**src/rtl/core/bda_pkg.sv**
```systemverilog
// ----------------------------------------------------------------------------
// bda_pkg
// Shared types and constants for the binary to decimal ASCII converter:
// field widths, the sequencer states and the datapath command codes.
// ----------------------------------------------------------------------------
package bda_pkg;

   // field widths
   localparam int VALUE_W   = 32;
   localparam int DIGIT_W   = 4;
   localparam int CHAR_W    = 6;
   localparam int COUNT_W   = 4;
   localparam int BIT_CNT_W = $clog2(VALUE_W);

   // largest number of decimal digits a 32-bit value can have
   localparam int HW_DIGITS = 10;

   // ascii '0' kept to the six bits of the character field
   localparam logic [CHAR_W-1:0] ZERO_CHAR = CHAR_W'(48);

   // index of the first input bit shifted into the bcd register
   localparam logic [BIT_CNT_W-1:0] BIT_LAST = BIT_CNT_W'(VALUE_W - 1);

   // sequencer states
   typedef enum logic [1:0] {
      ST_IDLE,
      ST_CONVERT,
      ST_SKIP,
      ST_EMIT
   } bda_state_type;

   // datapath commands
   typedef enum logic [1:0] {
      CMD_HOLD,
      CMD_LOAD,
      CMD_DABBLE,
      CMD_SHIFT
   } bda_cmd_type;

   // datapath status back to the sequencer
   typedef struct packed {
      logic [DIGIT_W-1:0] top_digit;
      logic               overflow;
   } bda_status_type;

endpackage

```
**src/rtl/core/bda_dabble.sv**
```systemverilog
// ----------------------------------------------------------------------------
// bda_dabble
// Shift-and-add-3 datapath: moves the binary value into a bcd register one
// bit per cycle, then shifts the finished digits out from the top.
// ----------------------------------------------------------------------------
module bda_dabble #(
   parameter int NUM_DIGITS = 10
) (
   input  logic                            clock,
   input  bda_pkg::bda_cmd_type            cmd,
   input  logic [bda_pkg::VALUE_W-1:0]     value,
   output bda_pkg::bda_status_type         status
);
   import bda_pkg::*;

   localparam int BCD_W = NUM_DIGITS * DIGIT_W;

   logic [VALUE_W-1:0] bin_ff, bin_in;
   logic [BCD_W-1:0]   bcd_ff, bcd_in;
   logic               ovf_ff, ovf_in;
   logic [BCD_W-1:0]   adjusted;

   // add 3 to every digit of 5 or more ahead of the shift
   always_comb begin
      for (int i = 0; i < NUM_DIGITS; i++) begin
         if (bcd_ff[i*DIGIT_W +: DIGIT_W] >= DIGIT_W'(5)) begin
            adjusted[i*DIGIT_W +: DIGIT_W] = bcd_ff[i*DIGIT_W +: DIGIT_W] + DIGIT_W'(3);
         end else begin
            adjusted[i*DIGIT_W +: DIGIT_W] = bcd_ff[i*DIGIT_W +: DIGIT_W];
         end
      end
   end

   // next values per command
   always_comb begin
      bin_in = bin_ff;
      bcd_in = bcd_ff;
      ovf_in = ovf_ff;
      unique case (cmd)
         CMD_LOAD: begin
            bin_in = value;
            bcd_in = '0;
            ovf_in = 1'b0;
         end
         CMD_DABBLE: begin
            bin_in = bin_ff << 1;
            bcd_in = {adjusted[BCD_W-2:0], bin_ff[VALUE_W-1]};
            // a bit leaving the top digit means more digits than the window
            ovf_in = ovf_ff | adjusted[BCD_W-1];
         end
         CMD_SHIFT: begin
            bcd_in = bcd_ff << DIGIT_W;
         end
         default: begin
         end
      endcase
   end

   always_ff @(posedge clock) begin
      bin_ff <= bin_in;
      bcd_ff <= bcd_in;
      ovf_ff <= ovf_in;
   end

   assign status.top_digit = bcd_ff[BCD_W-1 -: DIGIT_W];
   assign status.overflow  = ovf_ff;

endmodule

```
**src/rtl/core/binary_to_decimal_ascii_unit.sv**
```systemverilog
// ----------------------------------------------------------------------------
// binary_to_decimal_ascii_unit
// Converts an unsigned 32-bit number to its decimal ASCII digits, most
// significant first, without leading zeros.
// ----------------------------------------------------------------------------
// Each request is turned into bcd by shift-and-add-3 steps, one input bit per
// cycle. Leading zero digits are then dropped one per cycle and the
// remaining digits are sent one per cycle while the result channel accepts
// them, the last one marked by tlast and every one carrying the total digit
// count. With a ready sink the time from one accept to the next depends on
// the digit window (MAX_DIGITS, capped at 10) but not on the value, since the
// bcd register is filled bit-serially.
// Only one request is in flight; a new one is accepted while the last digit
// of the previous one still waits in the output register. MAX_DIGITS below
// 10 keeps only that many low digits of larger values.
// ----------------------------------------------------------------------------
module binary_to_decimal_ascii_unit #(
   parameter int MAX_DIGITS = 10
) (
   input  logic        clock,
   input  logic        reset,
   // request channel
   input  logic        req_tvalid,
   output logic        req_tready,
   input  logic [31:0] req_tdata,   // [31:0] value
   // result channel
   output logic        rsp_tvalid,
   input  logic        rsp_tready,
   output logic [15:0] rsp_tdata,   // [5:0] digit_char, [9:6] digit_count, [15:10] zero
   output logic        rsp_tlast    // last_digit
);
   import bda_pkg::*;

   localparam int NUM_DIGITS = (MAX_DIGITS > HW_DIGITS) ? HW_DIGITS :
                               ((MAX_DIGITS < 1) ? 1 : MAX_DIGITS);
   localparam logic [COUNT_W-1:0] WINDOW_COUNT = COUNT_W'(NUM_DIGITS);
   localparam logic [COUNT_W-1:0] ONE_COUNT    = COUNT_W'(1);

   bda_state_type             state_ff, state_in;
   bda_cmd_type               cmd;
   bda_status_type            status;
   logic [BIT_CNT_W-1:0]      bit_cnt_ff, bit_cnt_in;
   logic [COUNT_W-1:0]        remain_ff, remain_in;
   logic [COUNT_W-1:0]        count_ff, count_in;
   logic                      rsp_valid_ff, rsp_valid_in;
   logic [CHAR_W-1:0]         rsp_char_ff, rsp_char_in;
   logic [COUNT_W-1:0]        rsp_count_ff, rsp_count_in;
   logic                      rsp_last_ff, rsp_last_in;
   logic                      req_accept;
   logic                      skip_digit;
   logic                      out_free;

   assign req_accept = req_tvalid && req_tready;
   assign out_free   = !rsp_valid_ff || rsp_tready;
   // drop a leading zero while more than one digit remains and nothing overflowed
   assign skip_digit = !status.overflow && (status.top_digit == '0) && (remain_ff > ONE_COUNT);

   // bcd datapath
   bda_dabble #(
      .NUM_DIGITS (NUM_DIGITS)
   ) u_dabble (
      .clock  (clock),
      .cmd    (cmd),
      .value  (req_tdata),
      .status (status)
   );

   // next state
   always_comb begin
      state_in = state_ff;
      unique case (state_ff)
         ST_IDLE: begin
            if (req_accept) state_in = ST_CONVERT;
         end
         ST_CONVERT: begin
            if (bit_cnt_ff == '0) state_in = ST_SKIP;
         end
         ST_SKIP: begin
            if (!skip_digit) state_in = ST_EMIT;
         end
         ST_EMIT: begin
            if (out_free && remain_ff == ONE_COUNT) state_in = ST_IDLE;
         end
         default: state_in = ST_IDLE;
      endcase
   end

   // sequencer outputs
   always_comb begin
      req_tready = 1'b0;
      cmd        = CMD_HOLD;
      unique case (state_ff)
         ST_IDLE: begin
            req_tready = 1'b1;
            if (req_accept) cmd = CMD_LOAD;
         end
         ST_CONVERT: cmd = CMD_DABBLE;
         ST_SKIP: begin
            if (skip_digit) cmd = CMD_SHIFT;
         end
         ST_EMIT: begin
            if (out_free) cmd = CMD_SHIFT;
         end
         default: begin
         end
      endcase
   end

   // counters and output register
   always_comb begin
      bit_cnt_in   = bit_cnt_ff;
      remain_in    = remain_ff;
      count_in     = count_ff;
      rsp_valid_in = rsp_valid_ff && !rsp_tready;
      rsp_char_in  = rsp_char_ff;
      rsp_count_in = rsp_count_ff;
      rsp_last_in  = rsp_last_ff;
      case (state_ff)
         ST_IDLE: begin
            bit_cnt_in = BIT_LAST;
         end
         ST_CONVERT: begin
            bit_cnt_in = bit_cnt_ff - BIT_CNT_W'(1);
            remain_in  = WINDOW_COUNT;
         end
         ST_SKIP: begin
            if (skip_digit) begin
               remain_in = remain_ff - ONE_COUNT;
            end else begin
               count_in = remain_ff;
            end
         end
         ST_EMIT: begin
            if (out_free) begin
               rsp_valid_in = 1'b1;
               rsp_char_in  = ZERO_CHAR | CHAR_W'(status.top_digit);
               rsp_count_in = count_ff;
               rsp_last_in  = (remain_ff == ONE_COUNT);
               remain_in    = remain_ff - ONE_COUNT;
            end
         end
         default: begin
         end
      endcase
   end

   // control registers
   always_ff @(posedge clock) begin
      if (reset) begin
         state_ff     <= ST_IDLE;
         rsp_valid_ff <= 1'b0;
      end else begin
         state_ff     <= state_in;
         rsp_valid_ff <= rsp_valid_in;
      end
   end

   // counters and result payload
   always_ff @(posedge clock) begin
      bit_cnt_ff   <= bit_cnt_in;
      remain_ff    <= remain_in;
      count_ff     <= count_in;
      rsp_char_ff  <= rsp_char_in;
      rsp_count_ff <= rsp_count_in;
      rsp_last_ff  <= rsp_last_in;
   end

   assign rsp_tvalid = rsp_valid_ff;
   assign rsp_tdata  = {6'd0, rsp_count_ff, rsp_char_ff};
   assign rsp_tlast  = rsp_last_ff;

endmodule

```
**config.mk**
```make
export PLATFORM = sky130hd
export DESIGN_NAME = binary_to_decimal_ascii_unit
export DESIGN_NICKNAME = d
export VERILOG_FILES = /design/src/rtl/core/bda_pkg.sv /design/src/rtl/core/bda_dabble.sv /design/src/rtl/core/binary_to_decimal_ascii_unit.sv
export SDC_FILE = /design/constraint.sdc
export NUM_CORES = 1
export LEC_CHECK = 0
export ABC_AREA = 0
export BUFFER_PORTS_ARGS = -buffer_cell sky130_fd_sc_hd__buf_2
export CORE_UTILIZATION = 30
export DETAILED_ROUTE_END_ITERATION = 10
export PLACE_DENSITY = 0.53
export SLEW_MARGIN = 20
export SYNTH_ARGS = -nofsm -noshare
export SYNTH_HDL_FRONTEND = slang
export SYNTH_HIERARCHICAL = 1
export SYNTH_SLANG_ARGS = --single-unit
```
**constraint.sdc**
```tcl
create_clock -name clock -period 3.55 [get_ports clock]
set_input_delay 0.5325 -clock clock [delete_from_list [all_inputs] [get_ports clock]]
set_output_delay 0.5325 -clock clock [all_outputs]
set_load 0.005 [all_outputs]
```
---- Word-level counts from Yosys, hierarchy flattened ----
Cells that the tools add are included.
operators by class
  equality and inequality tests ........... 13
  reductions and logical operators ........ 20
  muxes and demuxes ....................... 29
  order comparisons ....................... 11
  $add $sub $neg .......................... 12
  bitwise logic cells ..................... 2
operators by type and width
  operator                                                                         number
  40-bit case mux with 3 select lines                                              1
  32-bit case mux with 2 select lines                                              1
  4-bit 2-to-1 mux                                                                 12
  4-bit by 2-bit adder with 4-bit output, second input constant                    10
  4-bit by 3-bit >= comparator with 1-bit output, second input constant            10
  2-bit case mux with 4 select lines                                               2
  2-bit 2-to-1 mux                                                                 6
  2-bit != test, second input constant                                             6
  4-bit case mux with 3 select lines                                               1
  5-bit case mux with 2 select lines                                               1
  2-bit == test, second input constant                                             4
  3-bit nonzero test                                                               2
  1-bit logical AND                                                                5
  5-bit logical NOT                                                                1
  5-bit by 1-bit subtractor with 5-bit output, second input constant               1
  2-bit by 1-bit == test with 1-bit output, second input constant                  2
  4-bit by 1-bit == test with 1-bit output, second input constant                  1
  4-bit by 1-bit greater-than comparator with 1-bit output, second input constant  1
  4-bit logical NOT                                                                1
  1-bit 2-to-1 mux                                                                 4
  2-bit AND reduction                                                              2
  4-bit AND reduction                                                              1
  2-bit nonzero test                                                               2
  4-bit by 1-bit subtractor with 4-bit output, second input constant               1
  7 further kinds                                                                  9
word-level totals
  flip-flop bits (word level) ............. 98
  logic and storage cells ................. 98
  output and inout port bits .............. 19

---- Depth between registers and ports, before layout ----
Gate-level depths: netlist (run 1).
  depth in word-level cells ............... 7
  gate-level depth with buffers ........... 13
  mapped depth without buffers ............ 11

---- Cells and area by module ----
Netlist (run 1), hierarchy kept.
modules (own cells, without submodules)
  module                        area each (um^2)  cells an instance  times used
  bda_dabble                    4259.1            363                1
  binary_to_decimal_ascii_unit  1213.7            96                 1

---- Worst setup path after synthesis (run 1) ----
OpenSTA, ideal clock, no wires.
  kind .................................... register to register
  start ................................... register u_dabble.bcd_ff[36]
  end ..................................... register u_dabble.bcd_ff[0] (enable)
  slack ................................... 0.375 ns
  path buffers ............................ 1
  arrival ................................. 2.780 ns
  data required time ...................... 3.155 ns
  period minus slack after synthesis ...... 3.175 ns
  stages on the path, launching flop included .. 9
  cell sequence ........................... edfxtp_1 > buf_4 > or4_4 > a2111oi_4 > nor2_1 > a21oi_1 > inv_1 > ha_1 > inv_1
between the ends
  word-level cells in the longest chain between the ends .. 7
  elaborated cells between the ends (all ways) .. 9
  those cells by class .................... 3 x eq/ne; 2 x mux; 4 x reduce/logical
RTL lines
  element                                                                           line                                text
  from (decl)                                                                       bda_dabble.sv:19                    logic [BCD_W-1:0] bcd_ff, bcd_in;
  from (signal assigned)                                                            bda_dabble.sv:61                    bcd_ff <= bcd_in;
  4-bit logical NOT (*)                                                             binary_to_decimal_ascii_unit.sv:56  assign skip_digit = !status.overflow && (status.top_digit == '0) && (remain_ff > ONE_COUNT);
  1-bit logical AND (*) (2 in series)                                               binary_to_decimal_ascii_unit.sv:56
  2-bit 2-to-1 mux (*)                                                              binary_to_decimal_ascii_unit.sv:99  if (skip_digit) cmd = CMD_SHIFT;
  2-bit case mux with 4 select lines (*)                                            binary_to_decimal_ascii_unit.sv:92  unique case (state_ff)
  via cmd[1]                                                                        binary_to_decimal_ascii_unit.sv:40  bda_cmd_type cmd;
  2-bit == test / 2-bit by 1-bit == test with 1-bit output (equally long branches)  bda_dabble.sv:39                    unique case (cmd)
  3-bit nonzero test (no source line) (*)                                           -
Mark *: on every way through the listed nets, which the timed path passes. The rest lies on a longest branch.
A chain may end at the register's enable or synchronous reset.

---- Final worst setup path (run 1) ----
  start ................................... register u_dabble.bcd_ff[39]
  end ..................................... register u_dabble.bin_ff[2] (data pin)
between the ends
  word-level cells in the longest chain between the ends .. 7
  elaborated cells between the ends (all ways) .. 8
  those cells by class .................... 2 x eq/ne; 3 x mux; 3 x reduce/logical
RTL lines
  element                                                                           line                                text
  4-bit logical NOT (*)                                                             binary_to_decimal_ascii_unit.sv:56
  1-bit logical AND (*) (2 in series)                                               binary_to_decimal_ascii_unit.sv:56
  2-bit 2-to-1 mux (*)                                                              binary_to_decimal_ascii_unit.sv:99
  2-bit case mux with 4 select lines (*)                                            binary_to_decimal_ascii_unit.sv:92
  via cmd[1]                                                                        binary_to_decimal_ascii_unit.sv:40
  2-bit == test / 2-bit by 1-bit == test with 1-bit output (equally long branches)  bda_dabble.sv:39
  32-bit case mux with 2 select lines (*)                                           bda_dabble.sv:39
  via u_dabble.bin_in[2]                                                            bda_dabble.sv:18                    logic [VALUE_W-1:0] bin_ff, bin_in;
  to (signal assigned)                                                              bda_dabble.sv:60                    bin_ff <= bin_in;
  to (decl)                                                                         bda_dabble.sv:18
Marks and branches as above.

==> tab_implementation.tex, run 1 <==
\begin{tabular}{lr}
\hline
Metric & Value \\
\hline
\multicolumn{2}{l}{\textbf{STA}} \\
\quad Max Clock Skew & roughly 0.011 ns \\
\quad Setup repair after global routing missed its margin & false \\
\quad Top achievable clock speed & around 0.33 GHz \\
\quad \# setup viols final & 0 \\
\quad Setup slack after layout & approximately 0.54 ns \\
\quad Worst hold margin & $\sim$0.4 ns \\
\quad Final hold violation count & 0 \\
\quad Total count of max-transition violations in the final report & 0 \\
\quad Total negative setup slack & 0 ns \\
\quad Least-Margin Pin Slew & roughly 0.66 ns \\
\quad Post-route fraction of the period consumed by the critical path & a little over four fifths \\
\quad Min Clock Period, post-route & 3.008 ns \\
\quad Slew margin rel. & 55.64\% \\
\multicolumn{2}{l}{\textbf{Final layout}} \\
\quad Fill cell total of the finished layout & 1793 \\
\quad Number of nets in the layout & about 560 \\
\quad Number of standard cells in the layout, taps in and fillers out & about 730 \\
\quad Diodes inserted & 0 \\
\quad Multi-input gate area in the final layout & 2257 sq um \\
\quad Post-route cell area & 6156 sq um \\
\quad Relative area change from synthesis to final layout & 12.48\% \\
\quad Fraction of final layout cells sized beyond drive strength 1 & a little over a fifth \\
\quad Core occupancy in the finished layout & 34.39\% \\
\quad Area occupied by registers & $\sim$2900 sq um \\
\multicolumn{2}{l}{\textbf{Yosys}} \\
\quad Post-Synthesis Cells & 459 \\
\quad Commonest register cell after synthesis & sky130\_fd\_sc\_hd\_\_edfxtp\_1 \\
\quad Number of enable flip-flop cells after synthesis & 95 \\
\quad Number of warnings reported in the yosys synthesis log & 6 \\
\quad Fraction of synthesis flops using an asynchronous set or reset pin & 0\% \\
\quad Area of the mapped netlist & roughly 5500 sq um \\
\quad Sequential share of the synthesized area & 53.22\% \\
\quad Average instance area after synthesis & about 12 sq um \\
\quad Number of distinct standard cells referenced by the synthesized netlist & 46 \\
\quad FF+latch count, synth & 98 \\
\multicolumn{2}{l}{\textbf{Pwr}} \\
\quad Leak & 2.187 nW \\
\quad Worst IR drop on VDD & approximately 0.55 mV \\
\quad Portion of total power attributed to combinational logic & 41.6\% \\
\quad Power density over the cells & around 1000 nW/um\^{}2 \\
\quad Portion of total power attributed to the clock network & 15.2\% \\
\quad Psw & about 2.5 mW \\
\quad Post-layout power & 6.300 mW \\
\quad Switching portion of total power & between 30 and 40\% \\
\quad Power share of the sequential group & between 40\% and 50\% \\
\quad Internal power & 3.797 mW \\
\multicolumn{2}{l}{\textbf{Place}} \\
\quad HPWL after DPL & approximately 6.4 mm \\
\quad Pre-CTS setup slack & roughly 0.52 ns \\
\quad Number of I/O port buffers & 46 \\
\quad Post-placement cell count & just over 700 \\
\quad Area after DPL & 5869 sq um \\
\quad Routability-driven placement congestion ratio & 0.7667 \\
\multicolumn{2}{l}{\textbf{Clock network}} \\
\quad Clock transition at the register clock pins on the worst setup and hold paths after CTS & about 0.070 ns \\
\quad Skew-Pair Late Insertion Delay & roughly 0.35 ns \\
\quad CTS sink count & approximately 100 \\
\quad Clock root buffer master & sky130\_fd\_sc\_hd\_\_clkbuf\_16 \\
\quad Worst-case clock buffer depth & 2 \\
\quad Setup repair bufs after CTS & 0 \\
\quad TritonCTS clock tree & yes \\
\quad Number of levels the H-tree was split into & 3 \\
\quad Number of gates resized after cts & 0 \\
\quad Inserted Clock Buffers & 9 \\
\quad CTS Hold Buffers Added & 0 \\
\multicolumn{2}{l}{\textbf{Drt}} \\
\quad Antenna violation net count after detailed routing & 0 \\
\quad Detail-routed via count per cell & between 4 and 5 \\
\quad Overall via count from detail\_route & approximately 3600 \\
\quad DR iter-0 viols & 190 \\
\quad WL final & 9.973 mm \\
\quad Number of search-and-repair iterations in the first detailed-routing pass & 6 \\
\quad Average wire length per cell after detail routing & 13.76 um \\
\quad DR DRC count & 0 \\
\multicolumn{2}{l}{\textbf{Worst setup path}} \\
\quad Standard cell with the maximum stage delay on the critical path & sky130\_fd\_sc\_hd\_\_or4\_4 \\
\quad Startpoint type of the worst setup path & flip-flop \\
\quad Sequence of cells on the critical path & or4\_4 > a2111oi\_4 > nor2\_1 > a21oi\_1 > ha\_2 > buf\_12 > mux2\_2 \\
\quad Maximum fanout count along the critical path & about 70 \\
\quad CP Capture Type & flip-flop \\
\quad CP Launch Point & u\_dabble/bcd\_ff[39]\$\_DFFE\_PP\_ \\
\quad Data arrival at the endpoint of the critical path & between 3 and 4 ns \\
\quad Buffers plus inverters on the worst setup path & 1 \\
\quad Data required, critical path & 3.66 ns \\
\quad Category of cells accounting for the largest share of critical-path delay & simple AND/OR/NAND/NOR gates \\
\quad Stage delay of the slowest cell on the critical path & 0.58 ns \\
\quad Startpoint-to-endpoint class of the critical path & flip-flop to flip-flop \\
\quad RR Startpoint & u\_dabble/bcd\_ff[39]\$\_DFFE\_PP\_ \\
\multicolumn{2}{l}{\textbf{Floorplan}} \\
\quad Height of the die & about 140 um \\
\quad Die W & around 140 um \\
\quad Area of the core & 17900 sq um \\
\quad Boundary pin count & 55 \\
\quad Effective utilization at floorplan & approximately 31\% \\
\quad Area of the die & approximately 19000 sq um \\
\quad Count of standard-cell rows & around 50 \\
\multicolumn{2}{l}{\textbf{Run status}} \\
\quad Result of the run & finished, final reports clean \\
\multicolumn{2}{l}{\textbf{Hold path}} \\
\quad HP Start & reset \\
\quad Worst hold path type & input pin to flip-flop \\
\multicolumn{2}{l}{\textbf{Global routing}} \\
\quad Via count of the first global-routing pass & $\sim$3600 \\
\quad Largest net degree at the start of global routing & 72 \\
\quad Total GRT Usage & between 10\% and 20\% \\
\quad Initial antenna violation count & 0 \\
\quad Global-route wire length before repair & $\sim$17 mm \\
\quad Total grt overflow & 0 \\
\multicolumn{2}{l}{\textbf{Job}} \\
\quad Max-capacitance violation count & 0 \\
\hline
\end{tabular}
sequential cells by signal, summed over array words and instances, names as in the netlist:
name,cells
u_dabble/ovf_ff,1
rsp_tvalid,1
u_dabble/bcd_ff,40
state_ff,2
bit_cnt_ff,5
rsp_tlast,1
u_dabble/bin_ff,32
remain_ff,4
rsp_count_ff,4
rsp_char_ff,4
count_ff,4
routing by layer:
| metal | track usage, % | wire [um] | part of all wire, % | up-vias |
|---|---|---|---|---|
| met3 | 2.630 | 335 | 3.4 | 8 |
| li1 | - | - | - | 1768 |
| met1 | 13.98 | 4621 | 46 | 1751 |
| met5 | 0 | 0 | 0 | - |
| met4 | 4.762 | 156 | 1.6 | 0 |
| met2 | 19.70 | 4860 | 49 | 58 |
area by class of cell:
| class | instances | area share, % |
|---|---|---|
| sequential | 98 | 47.32 |
| multi-input combinational | 299 | 36.67 |
| timing repair buffer | 51 | 4.756 |
| tap | 229 | 4.654 |
| clock buffer | 9 | 3.659 |
| inverter | 32 | 1.951 |
| clock inverter | 7 | 0.9959 |
power by group through the flow:
| stage | clock network [mW] | logic [mW] | registers [mW] |
|---|---|---|---|
| finish | 0.958 | 2.62 | 2.72 |
| floorplan | 0 | 2.21 | 2.53 |
| detailed placement | 0 | 2.66 | 2.74 |
| global placement | 0 | 2.57 | 2.73 |
| global route | 1.03 | 2.98 | 2.81 |
| CTS | 0.996 | 2.66 | 2.72 |
layout by cell type (no fill, tap or decap), types with 4 or more instances in the layout:
master | synthesis | layout
sky130_fd_sc_hd__a211o_1 | 7 | 7
sky130_fd_sc_hd__o21ai_0 | 20 | 20
sky130_fd_sc_hd__o211ai_1 | 9 | 9
sky130_fd_sc_hd__a31oi_1 | 8 | 8
sky130_fd_sc_hd__nand3b_1 | 9 | 9
sky130_fd_sc_hd__conb_1 | 2 | 8
sky130_fd_sc_hd__ha_1 | 31 | 30
sky130_fd_sc_hd__xnor2_1 | 4 | 4
sky130_fd_sc_hd__a21oi_1 | 15 | 15
sky130_fd_sc_hd__a32oi_1 | 6 | 6
sky130_fd_sc_hd__mux2_2 | 31 | 31
sky130_fd_sc_hd__nand3_1 | 16 | 16
sky130_fd_sc_hd__nor2_1 | 11 | 11
sky130_fd_sc_hd__buf_2 | 7 | 46
sky130_fd_sc_hd__o311ai_0 | 7 | 7
sky130_fd_sc_hd__edfxtp_1 | 95 | 95
sky130_fd_sc_hd__nand2b_1 | 15 | 15
sky130_fd_sc_hd__nor3b_1 | 10 | 10
sky130_fd_sc_hd__clkbuf_16 | 0 | 9
sky130_fd_sc_hd__nand2_1 | 36 | 36
sky130_fd_sc_hd__and2_1 | 9 | 9
sky130_fd_sc_hd__inv_1 | 31 | 31
sky130_fd_sc_hd__inv_6 | 0 | 4
sky130_fd_sc_hd__nor2b_1 | 5 | 5
sky130_fd_sc_hd__a2111o_1 | 11 | 11
sky130_fd_sc_hd__a32o_1 | 7 | 7
Yosys cell counts (11+ instances only):
cell | count | area share (%)
sky130_fd_sc_hd__a2111o_1 | 11 | 2.3
sky130_fd_sc_hd__a21oi_1 | 15 | 1.4
sky130_fd_sc_hd__buf_4 | 15 | 2.1
sky130_fd_sc_hd__clkbuf_1 | 12 | 0.82
sky130_fd_sc_hd__edfxtp_1 | 95 | 52
sky130_fd_sc_hd__ha_1 | 31 | 7.1
sky130_fd_sc_hd__inv_1 | 31 | 2.1
sky130_fd_sc_hd__mux2_2 | 31 | 6.4
sky130_fd_sc_hd__nand2_1 | 36 | 2.5
sky130_fd_sc_hd__nand2b_1 | 15 | 1.7
sky130_fd_sc_hd__nand3_1 | 16 | 1.5
sky130_fd_sc_hd__nor2_1 | 11 | 0.75
sky130_fd_sc_hd__o21ai_0 | 20 | 1.8
worst reg2reg max path: stages (launching register included):
cell and delay [ns]:
sky130_fd_sc_hd__edfxtp_1 0.50, sky130_fd_sc_hd__or4_4 0.58, sky130_fd_sc_hd__a2111oi_4 0.34, sky130_fd_sc_hd__nor2_1 0.10
sky130_fd_sc_hd__a21oi_1 0.26, sky130_fd_sc_hd__ha_2 0.28, sky130_fd_sc_hd__buf_12 0.30, sky130_fd_sc_hd__mux2_2 0.42
kinds of logic after synthesis:
kind of cell	after synthesis	synth area share, %
flops	98	53.22
simple gates	119	11.71
compound gates	103	14.29
buf+inv	68	5.990
xor+xnor	4	0.6401
mux	34	6.927
other cells	2	0.1372
fa+ha+maj	31	7.087
worst paths after layout:
| kind | end | slack, ns | cells after the start |
|---|---|---|---|
| worst max-delay path | u_dabble/bin_ff[2]$_DFFE_PP_ | 0.54 | 7 |
| worst min-delay path | rsp_tvalid$_SDFF_PP0_ | 0.39 | 2 |
| worst max register to register | u_dabble/bin_ff[2]$_DFFE_PP_ | 0.54 | 7 |
| worst min register to register | rsp_count_ff[1]$_DFFE_PP_ | 0.42 | 0 |
Note: power is estimated with default switching activity, not from simulation.
==> run 2, diff against run 1 <==
--- a/config.mk
+++ b/config.mk
@@ -5,11 +5,11 @@
 export SDC_FILE = /design/constraint.sdc
 export NUM_CORES = 1
 export LEC_CHECK = 0
-export ABC_AREA = 0
+export ABC_AREA = 1
 export BUFFER_PORTS_ARGS = -buffer_cell sky130_fd_sc_hd__buf_2
 export CORE_UTILIZATION = 30
 export DETAILED_ROUTE_END_ITERATION = 10
-export PLACE_DENSITY = 0.53
+export PLACE_DENSITY = 0.55
 export SLEW_MARGIN = 20
 export SYNTH_ARGS = -nofsm -noshare
 export SYNTH_HDL_FRONTEND = slang
==> constraint.sdc (replaced) <==
create_clock -name clock -period 2.7 [get_ports clock]
set_input_delay 0.405 -clock clock [delete_from_list [all_inputs] [get_ports clock]]
set_output_delay 0.405 -clock clock [all_outputs]
set_load 0.005 [all_outputs]
==> tab_implementation.tex, run 2 <==
\begin{tabular}{lr}
\hline
Metric & Value \\
\hline
\multicolumn{2}{l}{\textbf{Place}} \\
\quad HPWL after DPL & 6.841 mm (was 6.438 mm) \\
\quad Routability-driven placement congestion ratio & 0.7552 (was 0.7667) \\
\quad Post-placement cell count & 873 (was 709) \\
\quad Number of I/O port buffers & 46 (unchanged) \\
\multicolumn{2}{l}{\textbf{Clock network}} \\
\quad Clock root buffer master & sky130\_fd\_sc\_hd\_\_clkbuf\_16 (unchanged) \\
\quad Number of levels the H-tree was split into & 3 (unchanged) \\
\quad Setup repair bufs after CTS & 0 (unchanged) \\
\quad Inserted Clock Buffers & 9 (unchanged) \\
\quad TritonCTS clock tree & yes (unchanged) \\
\quad CTS Hold Buffers Added & 0 (unchanged) \\
\quad CTS sink count & 98 (unchanged) \\
\quad Clock transition at the register clock pins on the worst setup and hold paths after CTS & 0.07 ns (about the same) \\
\quad Skew-Pair Late Insertion Delay & 0.35 ns (about the same) \\
\quad Worst-case clock buffer depth & 2 (unchanged) \\
\quad Number of gates resized after cts & 0 (unchanged) \\
\multicolumn{2}{l}{\textbf{Yosys}} \\
\quad Post-synth top area share & 52.61\% (was 52.13\%) \\
\quad FF+latch count, synth & 98 (unchanged) \\
\quad Number of distinct standard cells referenced by the synthesized netlist & 26 (was 46) \\
\quad Cells taking the most area after synthesis & sky130\_fd\_sc\_hd\_\_edfxtp\_1, sky130\_fd\_sc\_hd\_\_nand2\_1, sky130\_fd\_sc\_hd\_\_ha\_1, sky130\_fd\_sc\_hd\_\_inv\_1, sky130\_fd\_sc\_hd\_\_nand3\_1 (was sky130\_fd\_sc\_hd\_\_edfxtp\_1, sky130\_fd\_sc\_hd\_\_ha\_1, sky130\_fd\_sc\_hd\_\_mux2\_2, sky130\_fd\_sc\_hd\_\_nand2\_1, sky130\_fd\_sc\_hd\_\_a2111o\_1) \\
\quad Area leader, netlist & sky130\_fd\_sc\_hd\_\_edfxtp\_1 (unchanged) \\
\quad Commonest register cell after synthesis & sky130\_fd\_sc\_hd\_\_edfxtp\_1 (unchanged) \\
\quad Post-Synthesis Cells & 615 (was 459) \\
\quad Most used standard cells in the synthesized netlist & sky130\_fd\_sc\_hd\_\_nand2\_1, sky130\_fd\_sc\_hd\_\_edfxtp\_1, sky130\_fd\_sc\_hd\_\_inv\_1, sky130\_fd\_sc\_hd\_\_nand3\_1, sky130\_fd\_sc\_hd\_\_nor2\_1 (was sky130\_fd\_sc\_hd\_\_edfxtp\_1, sky130\_fd\_sc\_hd\_\_nand2\_1, sky130\_fd\_sc\_hd\_\_ha\_1, sky130\_fd\_sc\_hd\_\_inv\_1, sky130\_fd\_sc\_hd\_\_mux2\_2) \\
\quad Most common cell in the netlist & sky130\_fd\_sc\_hd\_\_nand2\_1 (was sky130\_fd\_sc\_hd\_\_edfxtp\_1) \\
\quad Number of enable flip-flop cells after synthesis & 95 (unchanged) \\
\quad Number of warnings reported in the yosys synthesis log & 6 (unchanged) \\
\quad Area of the mapped netlist & 5423 sq um (was 5473 sq um) \\
\quad Average instance area after synthesis & 8.817 sq um (was 11.92 sq um) \\
\quad Fraction of synthesis flops using an asynchronous set or reset pin & 0\% (unchanged) \\
\quad Sequential share of the synthesized area & 53.71\% (was 53.22\%) \\
\multicolumn{2}{l}{\textbf{STA}} \\
\quad Min Clock Period, post-route & 2.383 ns (was 3.008 ns) \\
\quad Total count of max-transition violations in the final report & 0 (unchanged) \\
\quad Top achievable clock speed & 0.4196 GHz (was 0.3324 GHz) \\
\quad Total negative setup slack & 0 ns (unchanged) \\
\quad Setup repair after global routing missed its margin & false (unchanged) \\
\quad \# setup viols final & 0 (unchanged) \\
\quad Slew margin rel. & 64.19\% (was 55.64\%) \\
\quad Post-route fraction of the period consumed by the critical path & 88.26\% (was 84.73\%) \\
\quad Max Clock Skew & 0.009101 ns (was 0.01130 ns) \\
\quad Least-Margin Pin Slew & 0.5366 ns (was 0.6614 ns) \\
\quad Final hold violation count & 0 (unchanged) \\
\multicolumn{2}{l}{\textbf{Worst setup path}} \\
\quad Worst Reg-to-Reg Cells & 12 (was 7) \\
\quad Stage delay of the slowest cell on the critical path & 0.39 ns (was 0.58 ns) \\
\quad Maximum fanout count along the critical path & 32 (was 71) \\
\quad Startpoint type of the worst setup path & flip-flop (unchanged) \\
\quad Category of cells accounting for the largest share of critical-path delay & buffers and inverters (was simple AND/OR/NAND/NOR gates) \\
\quad Buffers plus inverters on the worst setup path & 5 (was 1) \\
\quad Data arrival at the endpoint of the critical path & 2.48 ns (was 3.12 ns) \\
\quad Worst reg-to-reg setup slack & 0.32 ns (was 0.54 ns) \\
\quad Startpoint-to-endpoint class of the critical path & flip-flop to flip-flop (unchanged) \\
\quad Data required, critical path & 2.79 ns (was 3.66 ns) \\
\quad R2r endpoint & u\_dabble/bcd\_ff[3]\$\_DFFE\_PP\_ (was u\_dabble/bin\_ff[2]\$\_DFFE\_PP\_) \\
\quad Sequence of cells on the critical path & inv\_1 > ha\_1 > o21ai\_1 > nand3\_1 > o21ai\_2 > inv\_1 > o21ai\_2 > inv\_1 > ha\_2 > inv\_2 > buf\_4 > a211oi\_1 (was or4\_4 > a2111oi\_4 > nor2\_1 > a21oi\_1 > ha\_2 > buf\_12 > mux2\_2) \\
\quad Most common cell on crit path & sky130\_fd\_sc\_hd\_\_inv\_1 \\
\quad RR Startpoint & remain\_ff[0]\$\_SDFFCE\_PN0P\_ (was u\_dabble/bcd\_ff[39]\$\_DFFE\_PP\_) \\
\quad Standard cell with the maximum stage delay on the critical path & sky130\_fd\_sc\_hd\_\_edfxtp\_1 (was sky130\_fd\_sc\_hd\_\_or4\_4) \\
\quad Depth of the critical timing path with buffers and inverters included & 12 (was 7) \\
\quad CP Capture Type & flip-flop (unchanged) \\
\multicolumn{2}{l}{\textbf{Pwr}} \\
\quad Psw & 3.182 mW (was 2.503 mW) \\
\quad Power density over the cells & 1288 nW/um\^{}2 (was 1023 nW/um\^{}2) \\
\quad Portion of total power attributed to the clock network & 17.4\% (was 15.2\%) \\
\quad Leak & 2.793 nW (was 2.187 nW) \\
\quad Internal power & 4.778 mW (was 3.797 mW) \\
\quad Portion of total power attributed to combinational logic & 41.7\% (was 41.6\%) \\
\quad Power share of the sequential group & 40.9\% (was 43.2\%) \\
\quad Switching portion of total power & 39.97\% (was 39.72\%) \\
\quad Worst IR drop on VDD & 0.5468 mV (was 0.5486 mV) \\
\multicolumn{2}{l}{\textbf{Final layout}} \\
\quad Number of standard cells in the layout, taps in and fillers out & 889 (was 725) \\
\quad Leading cell type in the layout, fill and taps excluded & sky130\_fd\_sc\_hd\_\_nand2\_1 (was sky130\_fd\_sc\_hd\_\_edfxtp\_1) \\
\quad Number of nets in the layout & 726 (was 558) \\
\quad Fraction of final layout cells sized beyond drive strength 1 & 12.50\% (was 21.17\%) \\
\quad Number of flip-flops in the largest register & 40 (unchanged) \\
\quad Top reg by flops & u\_dabble/bcd\_ff (unchanged) \\
\quad Relative area change from synthesis to final layout & 13.98\% (was 12.48\%) \\
\quad Diodes inserted & 0 (unchanged) \\
\quad Biggest regs & u\_dabble/bcd\_ff x40, u\_dabble/bin\_ff x32, bit\_cnt\_ff x5 (unchanged) \\
\quad Fill cell total of the finished layout & 1781 (was 1793) \\
\quad Commonest cells after routing, fill and taps aside & sky130\_fd\_sc\_hd\_\_nand2\_1, sky130\_fd\_sc\_hd\_\_edfxtp\_1, sky130\_fd\_sc\_hd\_\_inv\_1 (was sky130\_fd\_sc\_hd\_\_edfxtp\_1, sky130\_fd\_sc\_hd\_\_buf\_2, sky130\_fd\_sc\_hd\_\_nand2\_1) \\
\multicolumn{2}{l}{\textbf{Run status}} \\
\quad Result of the run & finished, final reports clean (unchanged) \\
\multicolumn{2}{l}{\textbf{Drt}} \\
\quad Number of search-and-repair iterations in the first detailed-routing pass & 4 (was 6) \\
\quad DR iter-0 viols & 236 (was 190) \\
\quad Detail-routed via count per cell & 4.362 (was 4.945) \\
\quad Average wire length per cell after detail routing & 11.35 um (was 13.76 um) \\
\quad DR DRC count & 0 (unchanged) \\
\quad WL final & 10.09 mm (was 9.973 mm) \\
\quad Antenna violation net count after detailed routing & 0 (unchanged) \\
\quad Overall via count from detail\_route & 3878 (was 3585) \\
\multicolumn{2}{l}{\textbf{Global routing}} \\
\quad Met2 track utilization from global routing & 18.05\% (was 19.70\%) \\
\quad Largest net degree at the start of global routing & 41 (was 72) \\
\quad Total grt overflow & 0 (unchanged) \\
\quad Met3 Resource Use GR & 3.393\% (was 2.630\%) \\
\quad Total GRT Usage & 11.93\% (was 11.56\%) \\
\quad Initial antenna violation count & 0 (unchanged) \\
\quad Most used routing layer in global routing & met2 (unchanged) \\
\quad GR Util met1 & 16.04\% (was 13.98\%) \\
\quad Global-route wire length before repair & 17.39 mm (was 17.04 mm) \\
\quad Via count of the first global-routing pass & 3658 (was 3578) \\
\multicolumn{2}{l}{\textbf{Hold path}} \\
\quad Worst hold path stage count & 2 (unchanged) \\
\quad Endpoint with the worst hold slack & rsp\_tvalid\$\_SDFF\_PP0\_ (unchanged) \\
\quad HP Start & reset (unchanged) \\
\quad Worst hold path type & input pin to flip-flop (unchanged) \\
\multicolumn{2}{l}{\textbf{Floorplan}} \\
\quad Die W & 136.4 um (was 137.1 um) \\
\quad Count of standard-cell rows & 48 (was 49) \\
\quad Height of the die & 136.4 um (was 137.1 um) \\
\quad Area of the die & 18620 sq um (was 18790 sq um) \\
\quad Area of the core & 17480 sq um (was 17900 sq um) \\
\quad Boundary pin count & 55 (unchanged) \\
\quad Effective utilization at floorplan & 31.03\% (was 30.57\%) \\
\multicolumn{2}{l}{\textbf{Job}} \\
\quad Max-capacitance violation count & 0 (unchanged) \\
\hline
\end{tabular}
==> run 2: cell count changes in the layout (fill, tap and decap cells not counted), moves of 9 or more <==
cell                       delta
sky130_fd_sc_hd__nor3b_1     -10
sky130_fd_sc_hd__o21ai_0     +16
sky130_fd_sc_hd__o211ai_1     -9
sky130_fd_sc_hd__a2111o_1    -11
sky130_fd_sc_hd__and2_1       -9
sky130_fd_sc_hd__nor2_1      +26
sky130_fd_sc_hd__mux2_2      -31
sky130_fd_sc_hd__nand3b_1     -9
sky130_fd_sc_hd__nand2b_1    -15
sky130_fd_sc_hd__nand2_1    +180
sky130_fd_sc_hd__nand3_1     +28
sky130_fd_sc_hd__inv_1       +48
==> run 2: cell families after synthesis <==
logic type	after synthesis	synth area share, %
DFF	98	53.71
AOI/OAI and AO/OA	62	6.068
xor gates and xnor gates	5	0.8075
and+or+nand+nor	310	23.28
buffers and inverters	107	8.837
adders and majority gates	31	7.153
other	2	0.1385
==> run 2: cell type report <==
type	instances	area [sq um]	area share [%]
Timing Repair Buffer	54	315.3	5.101
Inverter	80	300.3	4.858
Multi-Input combinational cell	416	2056	33.26
Clock buffer	13	250.2	4.049
Tap cell	225	281.5	4.555
Clock inverter	3	65.06	1.053
Sequential cell	98	2913	47.13
==> run 2: per-layer routing <==
metal	routed length (um)	share of wire, %
met3	423	4.2
met4	156	1.5
met1	5011	50
met2	4494	45
met5	0	0
==> run 2: per-stage QoR <==
step	utilization, %	power (mW)	hold WS (ns)	worst slack (ns)	cell area (sq um)
6_report	35.37	7.960	0.2294	0.3170	6181
5_1_grt	35.37	8.732	0.2219	0.05150	6181
4_1_cts	35.37	8.065	0.2181	0.3018	6181
3_5_place_dp	33.56	6.653	0.4054	0.3244	5866
3_3_place_gp	33.56	6.624	0.4073	0.3606	5866
2_1_floorplan	-	5.768	0.4003	0.1064	5445
==> run 2: worst max path at each step <==
stage / slack (ns) / startpoint / end
after floorplan: 0.11 / u_dabble/bcd_ff[36]$_DFFE_PP_ / u_dabble/bcd_ff[0]$_DFFE_PP_
after global placement: 0.36 / remain_ff[0]$_SDFFCE_PN0P_ / u_dabble/bcd_ff[11]$_DFFE_PP_
after detailed placement: 0.32 / remain_ff[0]$_SDFFCE_PN0P_ / u_dabble/bcd_ff[3]$_DFFE_PP_
after CTS: 0.30 / remain_ff[0]$_SDFFCE_PN0P_ / u_dabble/bcd_ff[3]$_DFFE_PP_
after global routing: 0.05 / remain_ff[0]$_SDFFCE_PN0P_ / u_dabble/bin_ff[11]$_DFFE_PP_
final: 0.32 / remain_ff[0]$_SDFFCE_PN0P_ / u_dabble/bcd_ff[3]$_DFFE_PP_
==> run 2: power groups by stage <==
stage	Combinational (mW)	Sequential [mW]	Clock (mW)
floorplan	2.58	3.19	0
global placement	3.35	3.27	0
detailed placement	3.37	3.29	0
CTS	3.38	3.26	1.43
global route	3.89	3.37	1.47
finish	3.32	3.26	1.39
